==> config.mk <==
export PLATFORM = sky130hd
export DESIGN_NAME = scc_out
export DESIGN_NICKNAME = d
export VERILOG_FILES = /design/src/rtl/scc_pkg.sv /design/src/rtl/scc_out.sv
export SDC_FILE = /design/constraint.sdc
export NUM_CORES = 1
export LEC_CHECK = 0
export ABC_AREA = 1
export BUFFER_PORTS_ARGS = -buffer_cell sky130_fd_sc_hd__clkbuf_2
export CORE_AREA = 2 2 39 41
export CTS_BUF_LIST = sky130_fd_sc_hd__clkbuf_8
export DETAILED_ROUTE_END_ITERATION = 10
export DIE_AREA = 0 0 41 43
export GPL_ROUTABILITY_DRIVEN = 0
export SETUP_SLACK_MARGIN = 0.5
export SKIP_CTS_REPAIR_TIMING = 1
export SLEW_MARGIN = 20
export SYNTH_ARGS = -nofsm -noshare
export SYNTH_HDL_FRONTEND = slang
export SYNTH_SLANG_ARGS = --single-unit
export TNS_END_PERCENT = 50
==> constraint.sdc <==
create_clock -name aclk -period 2.5 [get_ports aclk]
set_clock_uncertainty 0.05 [all_clocks]
set_input_delay 0.25 -clock aclk [delete_from_list [all_inputs] [get_ports aclk]]
set_output_delay 0.25 -clock aclk [all_outputs]
set_load 0.01 [all_outputs]
==> src/rtl/scc_pkg.sv <==
// ----------------------------------------------------------------------------
// scc_pkg: shared types and widths for the sphere against cylinder test
// Holds the coordinate width, the widths derived from it and the request
// and sideband types used between the pipeline sections.
// ----------------------------------------------------------------------------
package scc_pkg;

    // Coordinate width in bits; the format is signed Q.8 (valid 12 to 32).
    localparam int COORD_BITS = 24;

    // Unsigned quantities (radii, extents, height) are one bit narrower.
    localparam int RAD_BITS   = COORD_BITS - 1;
    // Axis position and top of the cylinder.
    localparam int AXIS_BITS  = COORD_BITS + 1;
    // Signed horizontal delta and its magnitude.
    localparam int DIFF_BITS  = COORD_BITS + 2;
    localparam int MAG_BITS   = COORD_BITS + 1;
    localparam int SQ_BITS    = 2 * MAG_BITS;
    // Vertical gap magnitude.
    localparam int VGAP_BITS  = COORD_BITS;
    // Square root: result width and the (even) radicand width.
    localparam int ROOT_BITS  = MAG_BITS + 1;
    localparam int RADICAND_BITS = 2 * ROOT_BITS;
    localparam int REM_BITS   = ROOT_BITS + 1;
    // Squares in the final comparison.
    localparam int RSQ_BITS   = 2 * RAD_BITS;

    // Stream widths.
    localparam int IN_BITS        = 6 * COORD_BITS + 5 * RAD_BITS;
    localparam int IN_TDATA_BITS  = ((IN_BITS + 7) / 8) * 8;
    localparam int OUT_TDATA_BITS = 8;

    // One input request, first field in the lowest bits.
    typedef struct packed {
        logic        [RAD_BITS-1:0]   body_height;
        logic        [RAD_BITS-1:0]   body_radius;
        logic        [RAD_BITS-1:0]   body_depth;
        logic        [RAD_BITS-1:0]   body_width;
        logic signed [COORD_BITS-1:0] body_corner_z;
        logic signed [COORD_BITS-1:0] body_base_y;
        logic signed [COORD_BITS-1:0] body_corner_x;
        logic        [RAD_BITS-1:0]   sphere_radius;
        logic signed [COORD_BITS-1:0] sphere_z;
        logic signed [COORD_BITS-1:0] sphere_y;
        logic signed [COORD_BITS-1:0] sphere_x;
    } in_item_t;

    // Values that travel alongside the square root.
    typedef struct packed {
        logic [VGAP_BITS-1:0] vgap;
        logic [RAD_BITS-1:0]  rs;
        logic [RAD_BITS-1:0]  rc;
    } side_t;

endpackage

==> src/rtl/scc_out.sv <==
// ----------------------------------------------------------------------------
// scc_out: output register with skid stage
// Holds the result on the master side and catches one more while the sink
// stalls; the pipeline advances whenever the skid stage is empty.
// ----------------------------------------------------------------------------
module scc_out (
    input  logic                                 aclk,
    input  logic                                 aresetn,
    input  logic                                 in_valid,
    input  logic                                 in_hit,
    output logic                                 adv,
    output logic                                 m_tvalid,
    input  logic                                 m_tready,
    output logic [scc_pkg::OUT_TDATA_BITS-1:0]   m_tdata
);
    import scc_pkg::*;

    logic out_valid_reg, out_valid_next, out_hit_reg, out_hit_next;
    logic skid_valid_reg, skid_valid_next, skid_hit_reg, skid_hit_next;
    logic push, out_free;

    assign adv      = !skid_valid_reg;
    assign push     = in_valid && adv;
    assign out_free = !out_valid_reg || m_tready;

    // Refill the output from the skid stage first, else from the pipeline.
    always_comb begin
        out_valid_next  = out_valid_reg;
        out_hit_next    = out_hit_reg;
        skid_valid_next = skid_valid_reg;
        skid_hit_next   = skid_hit_reg;
        if (out_free) begin
            if (skid_valid_reg) begin
                out_valid_next  = 1'b1;
                out_hit_next    = skid_hit_reg;
                skid_valid_next = 1'b0;
            end else begin
                out_valid_next  = push;
                out_hit_next    = in_hit;
            end
        end else if (push) begin
            skid_valid_next = 1'b1;
            skid_hit_next   = in_hit;
        end
    end

    always_ff @(posedge aclk) begin
        if (!aresetn) begin
            out_valid_reg  <= 1'b0;
            skid_valid_reg <= 1'b0;
        end else begin
            out_valid_reg  <= out_valid_next;
            skid_valid_reg <= skid_valid_next;
        end
    end

    always_ff @(posedge aclk) begin
        out_hit_reg  <= out_hit_next;
        skid_hit_reg <= skid_hit_next;
    end

    assign m_tvalid = out_valid_reg;
    assign m_tdata  = {{(OUT_TDATA_BITS-1){1'b0}}, out_hit_reg};

endmodule

==> results.md <==
- Number of distinct library cells after synthesis: 10
- IO Pins: 15
- Final WL: 352 um
- Die footprint: approximately 0.0018 mm2
- 1st-pass router iterations: 4
- Layout overhead on the synthesized area: 29.1%
- Fin area: 278 um2
- HP Class: input pin to flop
- Final hold vios: 0
- Final slew viol count: 0
- Worst skew pair latency: 0.22 ns
- Num rows: 14
- Remaining DRCs: 0
- Crit path max fanout: 4
- Initial antenna violation count: 0
- ANT cells: 0
- H-tree depth reported by CTS: 1
- Total number of vias: 167
- Register area share after synthesis: 0.465
- P_leak: 0.148 nW
- Synth Instances: 26
- Fraction of layout cells with a size suffix above 1: 0.314
- Power Dens Cells: 838 mW/mm2
- Via-per-instance ratio: 3.27
- Area post-placement: 233 um2
- CTS Buf Count: 3
- Area leader, netlist: buf_4
- Mapped Area: 215 um2
- Crit path kind: flop to output port
- Largest net degree at the start of global routing: 5
- CTS Root Buffer Type: clkbuf_8
- Antenna viol nets, final: 0
- Top cell type's share of synthesized area: 0.279
- Initial drt markers: 3
- Core outline area: 0.00138 mm2
- Worst setup EP type: output port
- Max cap viols: 0
- Die W: 41 um
- Largest cells by area after synthesis: buf_4 (28%), edfxtp_1 (28%), dfxtp_1 (19%)
- Period utilization: 0.431
- Effective utilization at floorplan: 0.156
- Ys Warns: 0
- GR Overflow Total: 0
- Layout Nets: 41
- First-pass GRT wire length: 538 um
- Worst path required time: 2.20 ns
- Final setup fails: 0
- PortBufs: 7
- Tmin final: 1.08 ns
- CTS tree: done
- FF+latch count, synth: 4
- WP data arrival: about 0.78 ns
- Reg clk slew, reported paths: 0.04 ns
- Routed len/inst: 6.90 um
- Status: finished, final reports clean
- RSZ-0062 raised after global routing: no
- Fmax: 928 MHz
- Setup TNS Final: 0 ns
- VDD IR max: 0.000373 V
- CP Launch Type: flop
- Avg Cell Area, Syn: 8.28 um2
- Total GRT Usage: 0.0523
- Number of global-route vias before repair: 141
- CTS sink cnt: 4
- Die Span Y: ~43 um
- Bufs on Longest Clock Path: 2
## cells in the final DEF (no fill, tap or decap)
cell type / Yosys / final
clkbuf_2: 0 / 7
clkbuf_8: 0 / 3
conb_1: 1 / 7
dfxtp_1: 2 / 2
edfxtp_1: 2 / 2
inv_1: 1 / 2
inv_2: 1 / 1
nand2_1: 6 / 6
nand3_1: 1 / 1
nor2_1: 3 / 3
o21ai_1: 1 / 1
## cell type report
class,count,area (um2)
clock buffer,3,41.3
inverter,2,7.51
tap,16,20.0
timing repair buffer,7,35.0
fill,157,1110
clock inverter,1,3.75
sequential,4,100
multi-input combinational,18,70.1
## final timing paths
check	startpoint	slack [ns]	end	cells past startpoint
worst max-delay path	skid_valid_reg$_SDFFE_PP0P_	1.42	adv	2
worst min-delay path	in_hit	0.18	skid_hit_reg$_DFFE_PP_	1
worst min register to register	m_tvalid$_SDFFE_PN0P_	0.45	skid_valid_reg$_SDFFE_PP0P_	2
worst max register to register	m_tvalid$_SDFFE_PN0P_	1.61	skid_hit_reg$_DFFE_PP_	2
## critical path, stage by stage (launching register included)
cell and delay, ns:
dfxtp_1 0.38, inv_2 0.06, clkbuf_2 0.12
## synth_stat cells, drive strengths merged
cell type	n
dfxtp	2
inv	2
o21ai	1
nand2	6
nand3	1
edfxtp	2
conb	1
buf	8
nor2	3
## cells by family (layout without fill, tap and decap cells)
logic type             count (synthesis)  in the layout  share of synthesized area
AO/OA/AOI/OAI                          1              1                     0.0232
buffers and inverters                 10             13                      0.314
flip-flops                             4              4                      0.465
other                                  1              7                     0.0174
AND/OR/NAND/NOR                       10             10                      0.180
## power breakdown
part	switching [mW]	internal, mW	leakage, nW
registers	0.00192	0.0732	0.0360
logic	0.0121	0.00622	0.0848
clock network	0.0345	0.105	0.0269
total	0.0485	0.184	0.148
## stage by stage
step                setup WS (ns)   util  power [mW]  hold slack, ns  instances
floorplan                    1.59      -      0.0964           0.299         32
global placement             1.57  0.168      0.0940           0.403         47
detailed placement           1.55  0.168      0.0944           0.396         47
CTS                          1.42  0.201       0.238           0.167         51
global route                 1.38  0.201       0.246           0.164         51
finish                       1.42  0.201       0.233           0.176         51
## layer usage
layer  vias to the layer above  global-route usage  routed length (um)
li1                         84                   -                   -
met5                         -                   0                   0
met1                        68              0.0419                 140
met3                         0              0.0838                  71
met2                        15              0.0625                 141
met4                         0              0.0200                   0
Note: power is estimated with default switching activity, not from simulation.
