### src/rtl/scc_pkg.sv
// ----------------------------------------------------------------------------
// scc_pkg: shared types and widths for the sphere against cylinder test
// Holds the coordinate width, the widths derived from it and the request
// and sideband types used between the pipeline sections.
// ----------------------------------------------------------------------------
package scc_pkg;

    // Coordinate width in bits; the format is signed Q.8 (valid 12 to 32).
    localparam int COORD_BITS = 24;

    // Unsigned quantities (radii, extents, height) are one bit narrower.
    localparam int RAD_BITS   = COORD_BITS - 1;
    // Axis position and top of the cylinder.
    localparam int AXIS_BITS  = COORD_BITS + 1;
    // Signed horizontal delta and its magnitude.
    localparam int DIFF_BITS  = COORD_BITS + 2;
    localparam int MAG_BITS   = COORD_BITS + 1;
    localparam int SQ_BITS    = 2 * MAG_BITS;
    // Vertical gap magnitude.
    localparam int VGAP_BITS  = COORD_BITS;
    // Square root: result width and the (even) radicand width.
    localparam int ROOT_BITS  = MAG_BITS + 1;
    localparam int RADICAND_BITS = 2 * ROOT_BITS;
    localparam int REM_BITS   = ROOT_BITS + 1;
    // Squares in the final comparison.
    localparam int RSQ_BITS   = 2 * RAD_BITS;

    // Stream widths.
    localparam int IN_BITS        = 6 * COORD_BITS + 5 * RAD_BITS;
    localparam int IN_TDATA_BITS  = ((IN_BITS + 7) / 8) * 8;
    localparam int OUT_TDATA_BITS = 8;

    // One input request, first field in the lowest bits.
    typedef struct packed {
        logic        [RAD_BITS-1:0]   body_height;
        logic        [RAD_BITS-1:0]   body_radius;
        logic        [RAD_BITS-1:0]   body_depth;
        logic        [RAD_BITS-1:0]   body_width;
        logic signed [COORD_BITS-1:0] body_corner_z;
        logic signed [COORD_BITS-1:0] body_base_y;
        logic signed [COORD_BITS-1:0] body_corner_x;
        logic        [RAD_BITS-1:0]   sphere_radius;
        logic signed [COORD_BITS-1:0] sphere_z;
        logic signed [COORD_BITS-1:0] sphere_y;
        logic signed [COORD_BITS-1:0] sphere_x;
    } in_item_t;

    // Values that travel alongside the square root.
    typedef struct packed {
        logic [VGAP_BITS-1:0] vgap;
        logic [RAD_BITS-1:0]  rs;
        logic [RAD_BITS-1:0]  rc;
    } side_t;

endpackage

### src/rtl/scc_sqrt.sv
// ----------------------------------------------------------------------------
// scc_sqrt: pipelined integer square root
// Restoring digit-by-digit square root, one result bit per stage, giving the
// floor of the root of the radicand. The sideband travels alongside.
// ----------------------------------------------------------------------------
module scc_sqrt (
    input  logic                               aclk,
    input  logic                               aresetn,
    input  logic                               adv,
    input  logic                               in_valid,
    input  logic [scc_pkg::RADICAND_BITS-1:0]  in_rad,
    input  scc_pkg::side_t                     in_side,
    output logic                               out_valid,
    output logic [scc_pkg::ROOT_BITS-1:0]      out_root,
    output scc_pkg::side_t                     out_side
);
    import scc_pkg::*;

    // Per-stage registers.
    logic                     valid_reg [ROOT_BITS];
    logic [REM_BITS-1:0]      rem_reg   [ROOT_BITS];
    logic [ROOT_BITS-1:0]     root_reg  [ROOT_BITS];
    logic [RADICAND_BITS-1:0] rad_reg   [ROOT_BITS];
    side_t                    side_reg  [ROOT_BITS];

    // Per-stage inputs and next values.
    logic                     valid_in  [ROOT_BITS];
    logic [REM_BITS-1:0]      rem_in    [ROOT_BITS];
    logic [ROOT_BITS-1:0]     root_in   [ROOT_BITS];
    logic [RADICAND_BITS-1:0] rad_in    [ROOT_BITS];
    side_t                    side_in   [ROOT_BITS];
    logic [REM_BITS+1:0]      shifted   [ROOT_BITS];
    logic [REM_BITS+1:0]      trial     [ROOT_BITS];
    logic [REM_BITS+1:0]      diff      [ROOT_BITS];
    logic                     take      [ROOT_BITS];
    logic [REM_BITS-1:0]      rem_next  [ROOT_BITS];
    logic [ROOT_BITS-1:0]     root_next [ROOT_BITS];

    for (genvar k = 0; k < ROOT_BITS; k++) begin : g_stage
        // Stage input: the module input for the first stage.
        if (k == 0) begin : g_first
            assign valid_in[k] = in_valid;
            assign rem_in[k]   = {REM_BITS{1'b0}};
            assign root_in[k]  = {ROOT_BITS{1'b0}};
            assign rad_in[k]   = in_rad;
            assign side_in[k]  = in_side;
        end else begin : g_rest
            assign valid_in[k] = valid_reg[k-1];
            assign rem_in[k]   = rem_reg[k-1];
            assign root_in[k]  = root_reg[k-1];
            assign rad_in[k]   = rad_reg[k-1];
            assign side_in[k]  = side_reg[k-1];
        end

        // Bring down two radicand bits and try the next root bit.
        assign shifted[k]   = {rem_in[k], rad_in[k][RADICAND_BITS-1:RADICAND_BITS-2]};
        assign trial[k]     = {1'b0, root_in[k], 2'b01};
        assign diff[k]      = shifted[k] - trial[k];
        assign take[k]      = (shifted[k] >= trial[k]);
        assign rem_next[k]  = take[k] ? diff[k][REM_BITS-1:0] : shifted[k][REM_BITS-1:0];
        assign root_next[k] = {root_in[k][ROOT_BITS-2:0], take[k]};

        always_ff @(posedge aclk) begin
            if (!aresetn) begin
                valid_reg[k] <= 1'b0;
            end else if (adv) begin
                valid_reg[k] <= valid_in[k];
            end
        end

        always_ff @(posedge aclk) begin
            if (adv) begin
                rem_reg[k]  <= rem_next[k];
                root_reg[k] <= root_next[k];
                rad_reg[k]  <= {rad_in[k][RADICAND_BITS-3:0], 2'b00};
                side_reg[k] <= side_in[k];
            end
        end
    end

    assign out_valid = valid_reg[ROOT_BITS-1];
    assign out_root  = root_reg[ROOT_BITS-1];
    assign out_side  = side_reg[ROOT_BITS-1];

endmodule

### config.mk
export PLATFORM = sky130hd
export DESIGN_NAME = scc_sqrt
export DESIGN_NICKNAME = d
export VERILOG_FILES = /design/src/rtl/scc_pkg.sv /design/src/rtl/scc_sqrt.sv
export SDC_FILE = /design/constraint.sdc
export NUM_CORES = 2
export LEC_CHECK = 0
export BUFFER_PORTS_ARGS = -buffer_cell sky130_fd_sc_hd__buf_2
export CAP_MARGIN = 40
export CORE_MARGIN = 8
export CORE_UTILIZATION = 31
export DETAILED_ROUTE_END_ITERATION = 10
export HOLD_SLACK_MARGIN = 0.02
export SETUP_SLACK_MARGIN = 0.15
export SLEW_MARGIN = 5
export SYNTH_ARGS = -nofsm -noshare
export SYNTH_HDL_FRONTEND = slang
export SYNTH_MEMORY_MAX_BITS = 65536
export SYNTH_SLANG_ARGS = --single-unit
### constraint.sdc
create_clock -name aclk -period 4.5 [get_ports aclk]
set_clock_uncertainty 0.1 [all_clocks]
set_input_delay 0.675 -clock aclk [delete_from_list [all_inputs] [get_ports aclk]]
set_output_delay 0.675 -clock aclk [all_outputs]
set_load 0.01 [all_outputs]
==> results by group <==
Status
  • Status: complete, no violations

Yosys
  • Register area share after synthesis: 79.69%
  • Simple-Gate Fraction of Synth Area: 5.710%
  • Largest family of logic cells by synthesized area: simple AND/OR/NAND/NOR gates
  • Post-synth EDFFs: 3484
  • Post-synthesis sequential element count: 3485
  • Synth Area in Compound Gates: 5.296%
  • Synth Area in XOR/XNOR: 3.515%
  • Mapped Area: 131300 um2
  • Syn avg cell area: 17.13 um2
  • Syn Nets: 8168
  • Unique masters post-synth: 87
  • Cell count after synthesis: 7663
  • Primary FF master, synth: edfxtp_1
  • Area fraction of the dominant cell type after synthesis: 79.68%
  • Mux cell area share after synthesis: 0.5641%
  • Post-Synth Adder-Cell Area: 3.611%
  • Post-synth ARST share: 0%
  • Synth warn: 0
  • Largest area contributor in the netlist: edfxtp_1
  • Most area-consuming cells after synthesis: edfxtp_1 80%, ha_1 3.6%, xnor2_1 1.9%, xor2_1 1.6%, a21oi_1 1.4%

Global route
  • First-pass GRT wire length: 330600 um
  • Largest net degree at the start of global routing: 189
  • Gr usage total: 8.911%
  • Total gr overflow: 0
  • Initial antenna violation count: 1
  • Number of global-route vias before repair: 64.52k

Routing
  • Top sig layer: met4
  • Met2 wire length: 106000 um
  • TritonRoute pass-1 iters: 6
  • Post-Route WL: 208900 um
  • Metal3 WL: 9297 um
  • Vias post-DR: 62.72k
  • DRC: 0
  • Post-DRT Antenna Nets: 0
  • Wire length on met1: 83310 um
  • DRT iter0 DRCs: 3995
  • DR vias/cell: 4.371
  • Post-DR wirelength/cell: 14.56 um

Place
  • DP HPWL: 134900 um
  • Final Wtd Congestion: 0.9080
  • Port Buffer Count: 222
  • Placed Area: 140400 um2

Final layout
  • Most frequent cells in the layout: 3484 x edfxtp_1, 464 x inv_1, 380 x nor2_1
  • Share of cells above drive strength 1: 11.01%
  • Area Growth Syn to Fin: 16.99%
  • Final Cell Area: 153600 um2
  • Nets: 8892
  • Largest register FFs: 1820
  • Commonest non-fill, non-tap cell in the layout: edfxtp_1

Power
  • Leak Pwr: 0.05509 uW
  • Peak VDD IR: 0.0003082 V
  • Cell Pwr Density: 510.0 nW/um2

CTS
  • CTS buffer count: 368
  • Clock Pin Slew Worst Setup and Hold Paths: 60 ps
  • Worst-Skew Late Latency: 890 ps
  • Clock sink count: 3485
  • Clk root buf: clkbuf_16
  • Cts repair resizes: 0
  • CTS max path bufs: 4
  • TritonCTS clock tree: built
  • H-tree levels: 5

Min path
  • HP Class: reg2reg
  • Hold path start: side_reg[0][1102]

STA
  • Final Max Tran Viols: 0
  • Tmin final: 3900 ps
  • Max Clk Rate: 256.4 MHz
  • RSZ-0062 raised after global routing: no
  • Final setup viols: 0
  • Final hold vios: 0
  • Hold WS: 294.8 ps
  • Period utilization: 86.67%
  • Slew HR: 31.46%
  • Slew @ Worst Pin: 1028 ps
  • Fin Setup TNS: 0 ps

Worst setup path
  • Critical path, cell by cell: ha_1 -> o21a_1 -> o21a_1 -> o21ai_0 -> a2111oi_0 -> o21ai_0 -> and3_1 -> buf_4 -> inv_1 -> nand3b_1 -> nor4_1 -> xor2_1
  • Worst Path Required: 5030 ps
  • CP Class: reg2reg
  • CP Launch Point: rem_reg[0][135]
  • Max FO, Critical Path: 14
  • Crit path max-delay family: compound AO/OA/AOI/OAI gates
  • Worst path arrival time: 4430 ps
  • Largest stage delay, worst path: 660 ps
  • CP Capture Type: flop
  • Startpoint types: flop
  • Critical-path top delay cell: a2111oi_0
  • RR Startpoint: rem_reg[0][135]
  • WP buf/inv: 2

Die
  • I/O pins: 223
  • Die Footprint: 444600 um2
  • Core footprint: 422800 um2
  • Chip height: 666.8 um
  • Row count: 239
  • Initial Util: 31.05%
  • Die Wd: 666.8 um

Job
  • Max-cap viol count: 0
cell families after synthesis:
family,after synthesis
flip-flops,3485
AND/OR/NAND/NOR,1513
AO/OA/AOI/OAI,1130
buffers and inverters,561
XOR/XNOR,527
adder cells (fa/ha/maj),379
multiplexers,67
other,1
metal layers:
metal | GRT usage (%) | vias to the layer above
li1 | - | 30596
met3 | 1.857 | 589
met4 | 4.524 | 0
met1 | 9.773 | 30108
met2 | 16.24 | 1430
met5 | 0 | -
layout make-up:
cell class,instances,area [um2]
Sequential cell,3485,104600
Inverter,465,1745
Tap cell,5663,7086
Antenna cell,1,2.502
Clock buffer,448,9658
Clock inverter,220,2250
Fill cell,39100,269200
Timing Repair Buffer,450,3618
Multi-Input combinational cell,3617,24610
timing repair:
| item | in CTS | in global routing |
|---|---|---|
| hold buffers | 125 | 0 |
| hold endpoints to repair | 125 | 0 |
| setup buffers | 0 | 0 |
report_power, final:
group          switching, uW  internal, uW  total [uW]
logic                   4730          3470        8190
registers               1370         39300       40600
clock network          12100         17400       29500
final timing paths:
check	end	slack, ps	cells after the start
worst max-delay path	rem_reg[0][186]	600	12
worst max register to register	rem_reg[0][186]	600	12
worst min-delay path	side_reg[1][52]	290	0
worst min register to register	side_reg[1][52]	290	0
through the flow:
step           util, %  worst slack [ps]  cells  power (uW)
2_1_floorplan        -              1031   7663       46480
3_3_place_gp     33.21             830.8  13553       48970
3_5_place_dp     33.22             602.0  13555       49370
4_1_cts          36.33             590.5  14348       79560
5_1_grt          36.33             195.2  14349       81890
6_report         36.33             599.7  14349       78340
synthesized netlist by cell type, types with 9 or more instances:
| cell type | instances |
|---|---|
| o41ai_1 | 10 |
| edfxtp_1 | 3484 |
| a31oi_1 | 36 |
| a211oi_1 | 22 |
| mux2_2 | 56 |
| or2_2 | 24 |
| and2_1 | 20 |
| or4_1 | 30 |
| xor2_1 | 236 |
| xnor2_1 | 291 |
| o21a_1 | 77 |
| nand2_1 | 375 |
| mux2i_1 | 11 |
| nand2b_1 | 81 |
| a21o_1 | 143 |
| nand4_1 | 62 |
| nand4b_1 | 12 |
| or3_1 | 42 |
| inv_1 | 464 |
| and3_1 | 55 |
| a2111oi_0 | 13 |
| and4_1 | 9 |
| nor2_1 | 381 |
| nor2b_1 | 54 |
| a21oi_1 | 374 |
| nor4_1 | 81 |
| nand3b_1 | 19 |
| o21bai_1 | 29 |
| clkbuf_1 | 86 |
| o31ai_1 | 27 |
| nand3_1 | 88 |
| a21boi_0 | 17 |
| o21ai_0 | 282 |
| nor3_1 | 144 |
| ha_1 | 379 |
| nor3b_1 | 12 |
No activity file was read; power rests on OpenSTA's default activity.
