`src/rtl/scc_pkg.sv`:
```
// ----------------------------------------------------------------------------
// scc_pkg: shared types and widths for the sphere against cylinder test
// Holds the coordinate width, the widths derived from it and the request
// and sideband types used between the pipeline sections.
// ----------------------------------------------------------------------------
package scc_pkg;

    // Coordinate width in bits; the format is signed Q.8 (valid 12 to 32).
    localparam int COORD_BITS = 24;

    // Unsigned quantities (radii, extents, height) are one bit narrower.
    localparam int RAD_BITS   = COORD_BITS - 1;
    // Axis position and top of the cylinder.
    localparam int AXIS_BITS  = COORD_BITS + 1;
    // Signed horizontal delta and its magnitude.
    localparam int DIFF_BITS  = COORD_BITS + 2;
    localparam int MAG_BITS   = COORD_BITS + 1;
    localparam int SQ_BITS    = 2 * MAG_BITS;
    // Vertical gap magnitude.
    localparam int VGAP_BITS  = COORD_BITS;
    // Square root: result width and the (even) radicand width.
    localparam int ROOT_BITS  = MAG_BITS + 1;
    localparam int RADICAND_BITS = 2 * ROOT_BITS;
    localparam int REM_BITS   = ROOT_BITS + 1;
    // Squares in the final comparison.
    localparam int RSQ_BITS   = 2 * RAD_BITS;

    // Stream widths.
    localparam int IN_BITS        = 6 * COORD_BITS + 5 * RAD_BITS;
    localparam int IN_TDATA_BITS  = ((IN_BITS + 7) / 8) * 8;
    localparam int OUT_TDATA_BITS = 8;

    // One input request, first field in the lowest bits.
    typedef struct packed {
        logic        [RAD_BITS-1:0]   body_height;
        logic        [RAD_BITS-1:0]   body_radius;
        logic        [RAD_BITS-1:0]   body_depth;
        logic        [RAD_BITS-1:0]   body_width;
        logic signed [COORD_BITS-1:0] body_corner_z;
        logic signed [COORD_BITS-1:0] body_base_y;
        logic signed [COORD_BITS-1:0] body_corner_x;
        logic        [RAD_BITS-1:0]   sphere_radius;
        logic signed [COORD_BITS-1:0] sphere_z;
        logic signed [COORD_BITS-1:0] sphere_y;
        logic signed [COORD_BITS-1:0] sphere_x;
    } in_item_t;

    // Values that travel alongside the square root.
    typedef struct packed {
        logic [VGAP_BITS-1:0] vgap;
        logic [RAD_BITS-1:0]  rs;
        logic [RAD_BITS-1:0]  rc;
    } side_t;

endpackage

```
`src/rtl/scc_judge.sv`:
```
// ----------------------------------------------------------------------------
// scc_judge: gap squares and the final hit decision
// Three stages: horizontal gap and range checks, the three squares, and the
// comparison of the summed gap squares with the sphere radius squared.
// ----------------------------------------------------------------------------
module scc_judge (
    input  logic                           aclk,
    input  logic                           aresetn,
    input  logic                           adv,
    input  logic                           in_valid,
    input  logic [scc_pkg::ROOT_BITS-1:0]  in_dist,
    input  scc_pkg::side_t                 in_side,
    output logic                           out_valid,
    output logic                           out_hit
);
    import scc_pkg::*;

    // Stage E registers.
    logic                  e_valid_reg, e_near_reg, e_near_next;
    logic [RAD_BITS-1:0]   e_hg_reg, e_vg_reg, e_rs_reg;
    logic [ROOT_BITS-1:0]  hgap, rc_e;

    // Stage F registers.
    logic                  f_valid_reg, f_near_reg;
    logic [RSQ_BITS-1:0]   f_hsq_reg, f_vsq_reg, f_rsq_reg;
    logic [RSQ_BITS-1:0]   f_hsq_next, f_vsq_next, f_rsq_next;

    // Stage G registers.
    logic                  g_valid_reg, g_hit_reg, g_hit_next;

    // Horizontal gap floored at zero; both gaps must lie within the radius.
    always_comb begin
        rc_e = {{(ROOT_BITS-RAD_BITS){1'b0}}, in_side.rc};
        hgap = (in_dist > rc_e) ? (in_dist - rc_e) : {ROOT_BITS{1'b0}};
        e_near_next = (hgap <= {{(ROOT_BITS-RAD_BITS){1'b0}}, in_side.rs})
                   && (in_side.vgap <= {{(VGAP_BITS-RAD_BITS){1'b0}}, in_side.rs});
    end

    // Squares of both gaps and of the sphere radius.
    always_comb begin
        f_hsq_next = e_hg_reg * e_hg_reg;
        f_vsq_next = e_vg_reg * e_vg_reg;
        f_rsq_next = e_rs_reg * e_rs_reg;
    end

    // Final comparison.
    always_comb begin
        g_hit_next = f_near_reg
                  && (({1'b0, f_hsq_reg} + {1'b0, f_vsq_reg}) <= {1'b0, f_rsq_reg});
    end

    always_ff @(posedge aclk) begin
        if (!aresetn) begin
            e_valid_reg <= 1'b0;
            f_valid_reg <= 1'b0;
            g_valid_reg <= 1'b0;
        end else if (adv) begin
            e_valid_reg <= in_valid;
            f_valid_reg <= e_valid_reg;
            g_valid_reg <= f_valid_reg;
        end
    end

    // Gaps are only meaningful below the radius, so they are cut to its width.
    always_ff @(posedge aclk) begin
        if (adv) begin
            e_near_reg <= e_near_next;
            e_hg_reg   <= hgap[RAD_BITS-1:0];
            e_vg_reg   <= in_side.vgap[RAD_BITS-1:0];
            e_rs_reg   <= in_side.rs;
            f_near_reg <= e_near_reg;
            f_hsq_reg  <= f_hsq_next;
            f_vsq_reg  <= f_vsq_next;
            f_rsq_reg  <= f_rsq_next;
            g_hit_reg  <= g_hit_next;
        end
    end

    assign out_valid = g_valid_reg;
    assign out_hit   = g_hit_reg;

endmodule

```
`config.mk`:
```
export PLATFORM = sky130hd
export DESIGN_NAME = scc_judge
export DESIGN_NICKNAME = d
export VERILOG_FILES = /design/src/rtl/scc_pkg.sv /design/src/rtl/scc_judge.sv
export SDC_FILE = /design/constraint.sdc
export NUM_CORES = 2
export LEC_CHECK = 0
export BUFFER_PORTS_ARGS = -buffer_cell sky130_fd_sc_hd__buf_4
export CELL_PAD_IN_SITES_DETAIL_PLACEMENT = 0
export CELL_PAD_IN_SITES_GLOBAL_PLACEMENT = 1
export CORE_UTILIZATION = 40
export DETAILED_ROUTE_END_ITERATION = 10
export GPL_TIMING_DRIVEN = 0
export PLACE_DENSITY_LB_ADDON = 0.12
export SYNTH_ARGS = -nofsm -noshare
export SYNTH_HDL_FRONTEND = slang
export SYNTH_SLANG_ARGS = --single-unit
```
`constraint.sdc`:
```
create_clock -name aclk -period 8.4 [get_ports aclk]
set_input_delay 1.68 -clock aclk [delete_from_list [all_inputs] [get_ports aclk]]
set_output_delay 1.68 -clock aclk [all_outputs]
set_load 0.005 [all_outputs]
```
==> results.json <==
{
  "numPortBuffers": 101,
  "crit_cells": 23,
  "syn_area_um2": 57130,
  "floorplan.initialDensity": 0.4035,
  "min-delay-start": "e_near_reg$_DFFE_PP_",
  "grt_usage": 0.2486,
  "cts.clk_slew.worst_paths_ns": 0.06,
  "critical_path_class": "reg2reg",
  "ys.flop_type": "edfxtp_1",
  "slowest_stage": "clkbuf_1",
  "ys_ff_latch": 210,
  "layout.nets": 8075,
  "vias": 39870,
  "setup_viol": 0,
  "clk_latency_ns": 0.61,
  "reg2reg_slack_ns": 0.16,
  "ys_types": 78,
  "die_h_um": 379.9,
  "area.growth.synth_to_final_pct": 8.277,
  "grt_pass1_vias": 43530,
  "max_freq_ghz": 0.1213,
  "drc_errors": 0,
  "setup_ws_ns": 0.1593,
  "critPathBufInv": 4,
  "end_kind": "flop",
  "core-area_um2": 141600,
  "fp.dieW_um": 379.9,
  "routedWlPerCell_um": 21.71,
  "vias_per_cell": 4.952,
  "htreeDepth": 1,
  "grt_start_max_net_pins": 120,
  "hold_viol": 0,
  "rr_endpoint": "f_hsq_reg[45]$_DFFE_PP_",
  "die_area_um2": 144300,
  "ant_nets": 0,
  "cts_tree": "built",
  "synth_edf_count": 207,
  "finalCritPeriodShare": 0.9810,
  "rsz0062_at_grt": "no",
  "synthArstFlopShare": 0,
  "cp.required_ns": 8.71,
  "worst_pin_slew_ns": 1.197,
  "critPathMaxStageDelay_ns": 0.65,
  "skew_ns": 0.02651,
  "synth-seq-area-share": 0.1099,
  "critPathArrivalTime_ns": 8.55,
  "syn-num-nets": 7900,
  "relSlewSlack": 0.1916,
  "grt_pass1_wl_um": 269800,
  "rr_worst_depth": 23,
  "r2r-start": "e_hg_reg[8]$_DFFE_PP_",
  "grt.overflow.total": 0,
  "drtIter0Drc": 2093,
  "clock_path_buffers": 3,
  "num_rows": 138,
  "syn_avg_cell_area_um2": 9.584,
  "outcome": "finished, final reports clean",
  "wl_um": 174800,
  "worstSetupStartpointType": "flop",
  "dr.pass1.iters": 5,
  "whs_path_depth": 0,
  "gp_congestion": 0.8944,
  "whs_ns": 0.4379,
  "cpMostUsedCell": "fa_1",
  "synth_cells": 5961,
  "maxCapViolCount": 0,
  "cts_num_sinks": 210,
  "crit_fanout": 10,
  "numCtsBuffers": 28,
  "cts_root_buffer": "clkbuf_16",
  "io_pins": 102,
  "dpl.hpwl_um": 150000,
  "min_to": "f_near_reg$_DFFE_PP_",
  "place_ws_ns": -1.047,
  "cts_hold_buf": 0,
  "path_cells": "clkbuf_1 -> and2_1 -> fa_1 -> inv_1 -> fa_1 -> fa_1 -> inv_1 -> fa_1 -> fa_1 -> fa_1 -> fa_1 -> ha_1 -> and4_1 -> nand2_1 -> or4b_1 -> nor3b_2 -> o31ai_2 -> buf_4 -> a21oi_1 -> o21ai_2 -> a41oi_1 -> a211oi_2 -> xnor2_2",
  "drive_gt1_frac": 0.06008,
  "antenna_found_initial": 17,
  "hp-class": "reg2reg",
  "period_needed_ns": 8.241,
  "crit_family": "adder cells",
  "synth-warning-count": 0,
  "finalMaxSlewViolations": 0
}
[synth_stat cells, types with 6 or more instances]
cell type  number  area share
inv_1        1617        0.11
fa_1         1157        0.41
ha_1          682        0.15
nand2_1       503       0.033
and2_1        316       0.035
edfxtp_1      207        0.11
a21oi_1       188       0.016
nor2_1        164       0.011
clkbuf_1      161       0.011
a21o_1        140       0.018
xnor2_1       138       0.021
o21ai_0       103      0.0090
xor2_1         82       0.013
nand3_1        46      0.0040
nor2b_1        41      0.0045
and3_1         34      0.0037
nand2b_1       34      0.0037
nor3_1         32      0.0028
a211oi_1       26      0.0034
nand4_1        26      0.0028
o21bai_1       23      0.0030
o21a_1         21      0.0028
a31oi_1        17      0.0019
or2_2          14      0.0015
o211ai_1       13      0.0017
a2111oi_0      11      0.0017
or3_1          11      0.0012
a31o_2         10      0.0015
a211o_1         9      0.0014
a221oi_1        9      0.0014
nor4_1          9     0.00099
a21boi_0        8      0.0011
mux2i_1         8      0.0014
a311oi_1        6     0.00092
mux2_2          6      0.0012
[cell families (layout without fill, tap and decap cells)]
family,after synthesis,after routing,synth area share
other,0,2,0
AND/OR/NAND/NOR,1254,1254,0.1072
XOR/XNOR,220,220,0.03373
adder cells (fa/ha/maj),1839,1839,0.5548
buffers and inverters,1781,1978,0.1171
multiplexers,14,14,0.002584
flip-flops,210,210,0.1099
AO/OA/AOI/OAI,643,643,0.07475
[metal layers]
metal  routed length (um)  vias to the layer above  GRT usage
li1                     -                    18600          -
met1                79130                    20280     0.3490
met2                82930                      817     0.4167
met3                 8139                      170    0.02343
met4                 4545                        4    0.05220
met5                   23                        -          0
[layout make-up]
| class | count | area [um^2] |
|---|---|---|
| Antenna cell | 2 | 5.005 |
| Multi-Input combinational cell | 3970 | 44250 |
| Clock buffer | 29 | 725.7 |
| Clock inverter | 23 | 214.0 |
| Sequential cell | 210 | 6276 |
| Inverter | 1617 | 6073 |
| Fill cell | 14120 | 79730 |
| Timing Repair Buffer | 152 | 1194 |
| Tap cell | 1890 | 2365 |
| Buffer | 157 | 753.2 |
[cell usage in the layout (no fill, tap or decap), types with 9 or more instances in the layout]
cell | synthesis | layout
a2111oi_0 | 11 | 11
a211o_1 | 9 | 9
a211oi_1 | 26 | 25
a21o_1 | 140 | 140
a21oi_1 | 188 | 187
a31o_2 | 10 | 10
a31oi_1 | 17 | 16
and2_1 | 316 | 316
and3_1 | 34 | 34
buf_2 | 2 | 12
buf_4 | 0 | 153
clkbuf_1 | 161 | 49
clkbuf_16 | 0 | 29
clkbuf_2 | 0 | 83
edfxtp_1 | 207 | 207
fa_1 | 1157 | 1157
ha_1 | 682 | 682
inv_1 | 1617 | 1616
nand2_1 | 503 | 503
nand2b_1 | 34 | 34
nand3_1 | 46 | 46
nand4_1 | 26 | 26
nor2_1 | 164 | 162
nor2b_1 | 41 | 41
nor3_1 | 32 | 32
nor4_1 | 9 | 9
o211ai_1 | 13 | 13
o21a_1 | 21 | 21
o21ai_0 | 103 | 101
o21bai_1 | 23 | 23
or2_2 | 14 | 14
or3_1 | 11 | 11
xnor2_1 | 138 | 136
xor2_1 | 82 | 82
[worst max-delay path by stage]
stage	from	to	slack, ns
6_report	e_hg_reg[8]$_DFFE_PP_	f_hsq_reg[45]$_DFFE_PP_	0.16
5_1_grt	e_rs_reg[7]$_DFFE_PP_	f_rsq_reg[44]$_DFFE_PP_	0.0006
4_1_cts	e_vg_reg[7]$_DFFE_PP_	f_vsq_reg[45]$_DFFE_PP_	0.005
3_5_place_dp	e_hg_reg[15]$_DFFE_PP_	f_hsq_reg[39]$_DFFE_PP_	-1.05
3_3_place_gp	e_hg_reg[15]$_DFFE_PP_	f_hsq_reg[39]$_DFFE_PP_	-1.11
2_1_floorplan	e_vg_reg[7]$_DFFE_PP_	f_vsq_reg[45]$_DFFE_PP_	1.03
[what timing repair did]
item / in CTS / in global routing
resized for setup: 66 / 150
pin swaps: 2 / 3
setup endpoints to repair: 49 / 29
buffers inserted: 10 / 40
[metrics by stage]
step / util / instances / area [um^2] / TNS, ns
2_1_floorplan: - / 5961 / 57130 / 0
3_3_place_gp: 0.4255 / 7952 / 60250 / -22.07
5_1_grt: 0.4368 / 8048 / 61850 / 0
6_report: 0.4369 / 8050 / 61860 / 0
3_5_place_dp: 0.4258 / 7953 / 60290 / -21.97
4_1_cts: 0.4336 / 8009 / 61390 / 0
Power is left out: the tool's default activity adds up to more than one toggle a clock period on the data nets, which glitch-free logic cannot reach.
