--- src/rtl/scc_pkg.sv ---
// ----------------------------------------------------------------------------
// scc_pkg: shared types and widths for the sphere against cylinder test
// Holds the coordinate width, the widths derived from it and the request
// and sideband types used between the pipeline sections.
// ----------------------------------------------------------------------------
package scc_pkg;

    // Coordinate width in bits; the format is signed Q.8 (valid 12 to 32).
    localparam int COORD_BITS = 24;

    // Unsigned quantities (radii, extents, height) are one bit narrower.
    localparam int RAD_BITS   = COORD_BITS - 1;
    // Axis position and top of the cylinder.
    localparam int AXIS_BITS  = COORD_BITS + 1;
    // Signed horizontal delta and its magnitude.
    localparam int DIFF_BITS  = COORD_BITS + 2;
    localparam int MAG_BITS   = COORD_BITS + 1;
    localparam int SQ_BITS    = 2 * MAG_BITS;
    // Vertical gap magnitude.
    localparam int VGAP_BITS  = COORD_BITS;
    // Square root: result width and the (even) radicand width.
    localparam int ROOT_BITS  = MAG_BITS + 1;
    localparam int RADICAND_BITS = 2 * ROOT_BITS;
    localparam int REM_BITS   = ROOT_BITS + 1;
    // Squares in the final comparison.
    localparam int RSQ_BITS   = 2 * RAD_BITS;

    // Stream widths.
    localparam int IN_BITS        = 6 * COORD_BITS + 5 * RAD_BITS;
    localparam int IN_TDATA_BITS  = ((IN_BITS + 7) / 8) * 8;
    localparam int OUT_TDATA_BITS = 8;

    // One input request, first field in the lowest bits.
    typedef struct packed {
        logic        [RAD_BITS-1:0]   body_height;
        logic        [RAD_BITS-1:0]   body_radius;
        logic        [RAD_BITS-1:0]   body_depth;
        logic        [RAD_BITS-1:0]   body_width;
        logic signed [COORD_BITS-1:0] body_corner_z;
        logic signed [COORD_BITS-1:0] body_base_y;
        logic signed [COORD_BITS-1:0] body_corner_x;
        logic        [RAD_BITS-1:0]   sphere_radius;
        logic signed [COORD_BITS-1:0] sphere_z;
        logic signed [COORD_BITS-1:0] sphere_y;
        logic signed [COORD_BITS-1:0] sphere_x;
    } in_item_t;

    // Values that travel alongside the square root.
    typedef struct packed {
        logic [VGAP_BITS-1:0] vgap;
        logic [RAD_BITS-1:0]  rs;
        logic [RAD_BITS-1:0]  rc;
    } side_t;

endpackage

--- src/rtl/scc_front.sv ---
// ----------------------------------------------------------------------------
// scc_front: geometry front end
// Four stages: axis and top, deltas and vertical gap, squares, and the sum
// of squares that feeds the square root.
// ----------------------------------------------------------------------------
module scc_front (
    input  logic                               aclk,
    input  logic                               aresetn,
    input  logic                               adv,
    input  logic                               in_valid,
    input  scc_pkg::in_item_t                  in_item,
    output logic                               out_valid,
    output logic [scc_pkg::RADICAND_BITS-1:0]  out_rad,
    output scc_pkg::side_t                     out_side
);
    import scc_pkg::*;

    // Stage A registers.
    logic                        a_valid_reg;
    logic signed [COORD_BITS-1:0] a_sx_reg, a_sy_reg, a_sz_reg, a_by_reg;
    logic signed [AXIS_BITS-1:0]  a_ax_reg, a_az_reg, a_top_reg;
    logic signed [AXIS_BITS-1:0]  a_ax_next, a_az_next, a_top_next;
    logic [RAD_BITS-1:0]          a_rs_reg, a_rc_reg;

    // Stage B registers.
    logic                 b_valid_reg;
    logic [MAG_BITS-1:0]  b_dxm_reg, b_dzm_reg, b_dxm_next, b_dzm_next;
    side_t                b_side_reg, b_side_next;

    // Stage C registers.
    logic                 c_valid_reg;
    logic [SQ_BITS-1:0]   c_sqx_reg, c_sqz_reg, c_sqx_next, c_sqz_next;
    side_t                c_side_reg;

    // Stage D registers.
    logic                      d_valid_reg;
    logic [RADICAND_BITS-1:0]  d_rad_reg, d_rad_next;
    side_t                     d_side_reg;

    // Stage B working signals.
    logic signed [DIFF_BITS-1:0] dx, dz;
    logic        [DIFF_BITS-1:0] dx_neg, dz_neg;
    logic signed [AXIS_BITS-1:0] sy_e, by_e;
    logic        [AXIS_BITS-1:0] vg_wide;

    // Axis position at corner plus half extent, and top of the cylinder.
    always_comb begin
        a_ax_next  = {in_item.body_corner_x[COORD_BITS-1], in_item.body_corner_x}
                   + {3'b000, in_item.body_width[RAD_BITS-1:1]};
        a_az_next  = {in_item.body_corner_z[COORD_BITS-1], in_item.body_corner_z}
                   + {3'b000, in_item.body_depth[RAD_BITS-1:1]};
        a_top_next = {in_item.body_base_y[COORD_BITS-1], in_item.body_base_y}
                   + {2'b00, in_item.body_height};
    end

    // Horizontal delta magnitudes and the vertical gap after clamping.
    always_comb begin
        dx     = {{2{a_sx_reg[COORD_BITS-1]}}, a_sx_reg} - {a_ax_reg[AXIS_BITS-1], a_ax_reg};
        dz     = {{2{a_sz_reg[COORD_BITS-1]}}, a_sz_reg} - {a_az_reg[AXIS_BITS-1], a_az_reg};
        dx_neg = {DIFF_BITS{1'b0}} - dx;
        dz_neg = {DIFF_BITS{1'b0}} - dz;
        b_dxm_next = dx[DIFF_BITS-1] ? dx_neg[MAG_BITS-1:0] : dx[MAG_BITS-1:0];
        b_dzm_next = dz[DIFF_BITS-1] ? dz_neg[MAG_BITS-1:0] : dz[MAG_BITS-1:0];

        sy_e = {a_sy_reg[COORD_BITS-1], a_sy_reg};
        by_e = {a_by_reg[COORD_BITS-1], a_by_reg};
        if (sy_e < by_e) begin
            vg_wide = by_e - sy_e;
        end else if (sy_e > a_top_reg) begin
            vg_wide = sy_e - a_top_reg;
        end else begin
            vg_wide = {AXIS_BITS{1'b0}};
        end
        b_side_next.vgap = vg_wide[VGAP_BITS-1:0];
        b_side_next.rs   = a_rs_reg;
        b_side_next.rc   = a_rc_reg;
    end

    // Squares of the horizontal deltas.
    always_comb begin
        c_sqx_next = b_dxm_reg * b_dxm_reg;
        c_sqz_next = b_dzm_reg * b_dzm_reg;
    end

    // Sum of squares, widened to the radicand.
    always_comb begin
        d_rad_next = {2'b00, c_sqx_reg} + {2'b00, c_sqz_reg};
    end

    // Valid bits.
    always_ff @(posedge aclk) begin
        if (!aresetn) begin
            a_valid_reg <= 1'b0;
            b_valid_reg <= 1'b0;
            c_valid_reg <= 1'b0;
            d_valid_reg <= 1'b0;
        end else if (adv) begin
            a_valid_reg <= in_valid;
            b_valid_reg <= a_valid_reg;
            c_valid_reg <= b_valid_reg;
            d_valid_reg <= c_valid_reg;
        end
    end

    // Payload registers.
    always_ff @(posedge aclk) begin
        if (adv) begin
            a_sx_reg   <= in_item.sphere_x;
            a_sy_reg   <= in_item.sphere_y;
            a_sz_reg   <= in_item.sphere_z;
            a_by_reg   <= in_item.body_base_y;
            a_ax_reg   <= a_ax_next;
            a_az_reg   <= a_az_next;
            a_top_reg  <= a_top_next;
            a_rs_reg   <= in_item.sphere_radius;
            a_rc_reg   <= in_item.body_radius;
            b_dxm_reg  <= b_dxm_next;
            b_dzm_reg  <= b_dzm_next;
            b_side_reg <= b_side_next;
            c_sqx_reg  <= c_sqx_next;
            c_sqz_reg  <= c_sqz_next;
            c_side_reg <= b_side_reg;
            d_rad_reg  <= d_rad_next;
            d_side_reg <= c_side_reg;
        end
    end

    assign out_valid = d_valid_reg;
    assign out_rad   = d_rad_reg;
    assign out_side  = d_side_reg;

endmodule

--- config.mk ---
export PLATFORM = sky130hd
export DESIGN_NAME = scc_front
export DESIGN_NICKNAME = d
export VERILOG_FILES = /design/src/rtl/scc_pkg.sv /design/src/rtl/scc_front.sv
export SDC_FILE = /design/constraint.sdc
export NUM_CORES = 2
export LEC_CHECK = 0
export BUFFER_PORTS_ARGS = -buffer_cell sky130_fd_sc_hd__buf_4
export CORE_MARGIN = 3
export CORE_UTILIZATION = 64
export DETAILED_ROUTE_END_ITERATION = 6
export HOLD_SLACK_MARGIN = 0.1
export PLACE_DENSITY = 0.88
export SLEW_MARGIN = 25
export SYNTH_ARGS = -nofsm -noshare
export SYNTH_HDL_FRONTEND = slang
export SYNTH_SLANG_ARGS = --single-unit
--- constraint.sdc ---
create_clock -name aclk -period 8.35 [get_ports aclk]
set_clock_uncertainty 0.1 [all_clocks]
set_input_delay 2.0875 -clock aclk [delete_from_list [all_inputs] [get_ports aclk]]
set_output_delay 2.0875 -clock aclk [all_outputs]
set_load 0.01 [all_outputs]
==> results.json <==
{
  "async_flop_share_pct": 0,
  "synthFlopType": "edfxtp_1",
  "yosysUniqueCellTypes": 100,
  "first_iter_violations": 3272,
  "report.final.slew_viol_count": 0,
  "crit_path_end_kind": "register",
  "clk_pin_slew_worst_paths_ns": 0.07,
  "cts_sinks": 630,
  "clock.fmax_mhz": 124,
  "pin_count": 386,
  "fin_crit_ns": 8.10,
  "portBuffers": 382,
  "nets": 8382,
  "required_ns": 8.65,
  "drc_errors": 0,
  "die_w_um": 326,
  "numCtsBuffers": 71,
  "finalHoldViolations": 0,
  "finalWorstSetupSlack_ns": 0.253,
  "final_cell_mix": "inv_1 (1490), fa_1 (941), edfxtp_1 (626)",
  "initial_core_util_pct": 65.1,
  "coreArea_um2": 101000,
  "n_antenna_cell": 0,
  "synth_edf_count": 626,
  "first_global_vias": 49500,
  "track_usage_pct": 27.9,
  "multi_input_area_um2": 40600,
  "grt_setup_unrepaired": "no",
  "slew_headroom_pct": 26.8,
  "synth_top_area_share_pct": 28.7,
  "final.setup.tns_ns": 0,
  "firstDrtPassIters": 6,
  "viasPerCell": 5.61,
  "seq_area_frac_synth_pct": 28.8,
  "die_y_um": 326,
  "dieArea_um2": 106000,
  "cp.arrival_ns": 8.40,
  "syn_avg_cell_area_um2": 10.7,
  "netlist_instances": 6162,
  "drv_cap": 0,
  "finalSetupViolCount": 0,
  "syn_area_um2": 65600,
  "fillers": 6457,
  "antenna_found_initial": 0,
  "layout-drive-gt1-share_pct": 10.1,
  "htree_levels": 3,
  "outcome": "completed",
  "root_buffer": "clkbuf_16",
  "cts_hold_buf": 0,
  "clk_path_buf_depth": 3,
  "synth-seq-cells": 630,
  "tightest_slew_ns": 1.10,
  "grt_overflow": 0,
  "cts_tree": "built",
  "synth.top_cells.by_area": "fa_1 (29%), edfxtp_1 (29%), ha_1 (11%), inv_1 (8.5%), xnor2_1 (2.9%)",
  "area_growth_pct": 11.1,
  "final_util_pct": 72.3,
  "yosys_warnings": 0,
  "num_rows": 116,
  "grt_pass1_wl_um": 239000,
  "hpwl_um": 116000,
  "hp-class": "reg2reg",
  "post-route-period-util_pct": 97.0,
  "path_max_fanout": 10,
  "vias": 44900,
  "layout_commonest_cell": "inv_1",
  "grt_max_degree": 197,
  "clk_latency_ns": 0.64,
  "ant_nets": 0,
  "seq_area_um2": 18900,
  "post_cts_buffers": 0,
  "dpl_worst_slack_ns": 0.351,
  "synth_nets": 7956,
  "wl_per_cell_um": 18.1,
  "globalplace.congestion": 0.940,
  "netlist.top_cell.by_area": "fa_1",
  "cts_resized": 0,
  "worstSetupPathType": "reg2reg",
  "start_kind": "register",
  "wl_um": 145000
}
==> through the flow <==
stage          hold WS [ns]  instance area (µm²)  instances
3_5_place_dp          0.305                70400       7866
4_1_cts               0.303                72900       7995
2_1_floorplan         0.300                65600       6162
3_3_place_gp          0.301                70400       7866
6_report              0.298                72900       8001
5_1_grt               0.314                72900       8001
==> Yosys cell counts, types with 6 or more instances <==
master and count:
or2_2 18, a31o_2 13, clkbuf_1 129, fa_1 941, inv_1 1490, or3_1 13, o21bai_1 28, o21a_1 46
mux2i_1 7, xor2_1 111, nor4_1 9, a22o_1 19, o31ai_1 15, a21o_1 124, and2_1 264, a21boi_0 14
nor2b_1 47, a211oi_1 18, and4_1 6, o2111ai_1 8, xnor2_1 220, edfxtp_1 626, a211o_1 8, o21ai_1 8
a21oi_1 253, o41ai_1 10, ha_1 590, a221oi_1 6, o31a_1 10, and3_1 28, nand2_1 440, a31oi_1 23
nor3_1 33, nand4_1 24, o21ai_0 154, o211ai_1 11, nand2b_1 42, nand3_1 60, nor2_1 188
==> path summary, 6_finish.rpt <==
| check | from | end | slack, ns | depth (start not counted) |
|---|---|---|---|---|
| max | b_dzm_reg[11] | c_sqz_reg[45] | 0.25 | 25 |
| min | c_side_reg[46] | out_side[46] | 0.30 | 0 |
| max reg2reg | b_dzm_reg[11] | c_sqz_reg[45] | 0.25 | 25 |
| min reg2reg | c_side_reg[46] | out_side[46] | 0.30 | 0 |
==> cell type report <==
class / count / area share [%]
Tap cell: 1357 / 2.33
Multi-Input combinational cell: 3902 / 55.6
Timing Repair Buffer: 493 / 5.14
Clock inverter: 46 / 0.829
Clock buffer: 83 / 2.53
Sequential cell: 630 / 25.9
Inverter: 1490 / 7.67
==> critical path: stages, from the launching register on <==
cell	delay (ns)
edfxtp_1	0.66
inv_1	0.34
nor2_1	0.22
fa_1	0.48
fa_1	0.53
inv_1	0.05
fa_1	0.46
fa_1	0.56
inv_1	0.07
fa_1	0.49
fa_1	0.52
inv_1	0.06
fa_1	0.47
inv_1	0.04
ha_1	0.37
a21o_1	0.19
a21oi_1	0.26
o211a_1	0.24
o21a_1	0.20
o21ai_1	0.12
a221o_1	0.41
o21ba_2	0.28
a21oi_1	0.32
o21ai_0	0.13
a21oi_1	0.23
xnor2_1	0.09
==> kinds of logic (layout without fill, tap and decap cells) <==
| kind of cell | after synthesis | count (layout) | share of synthesized area, % |
|---|---|---|---|
| multiplexers | 10 | 10 | 0.158 |
| flip-flops | 630 | 630 | 28.8 |
| other | 1 | 1 | 0.00571 |
| XOR/XNOR | 333 | 333 | 4.47 |
| adder cells (fa/ha/maj) | 1531 | 1531 | 40.0 |
| AO/OA/AOI/OAI | 833 | 833 | 8.30 |
| buffers and inverters | 1630 | 2112 | 9.43 |
| AND/OR/NAND/NOR | 1194 | 1194 | 8.92 |
==> routing by layer <==
metal  vias to the layer above  wire length [µm]  track usage, %
met1                     22100             52000            32.7
met2                      1844             75200            50.0
met5                         -                 0               0
met3                       441             11400            5.41
li1                      20500                 -               -
met4                         0              6050            11.8
Power is not shown: default switching activity piles up to over one toggle a cycle in this logic, so the estimate is an artifact.
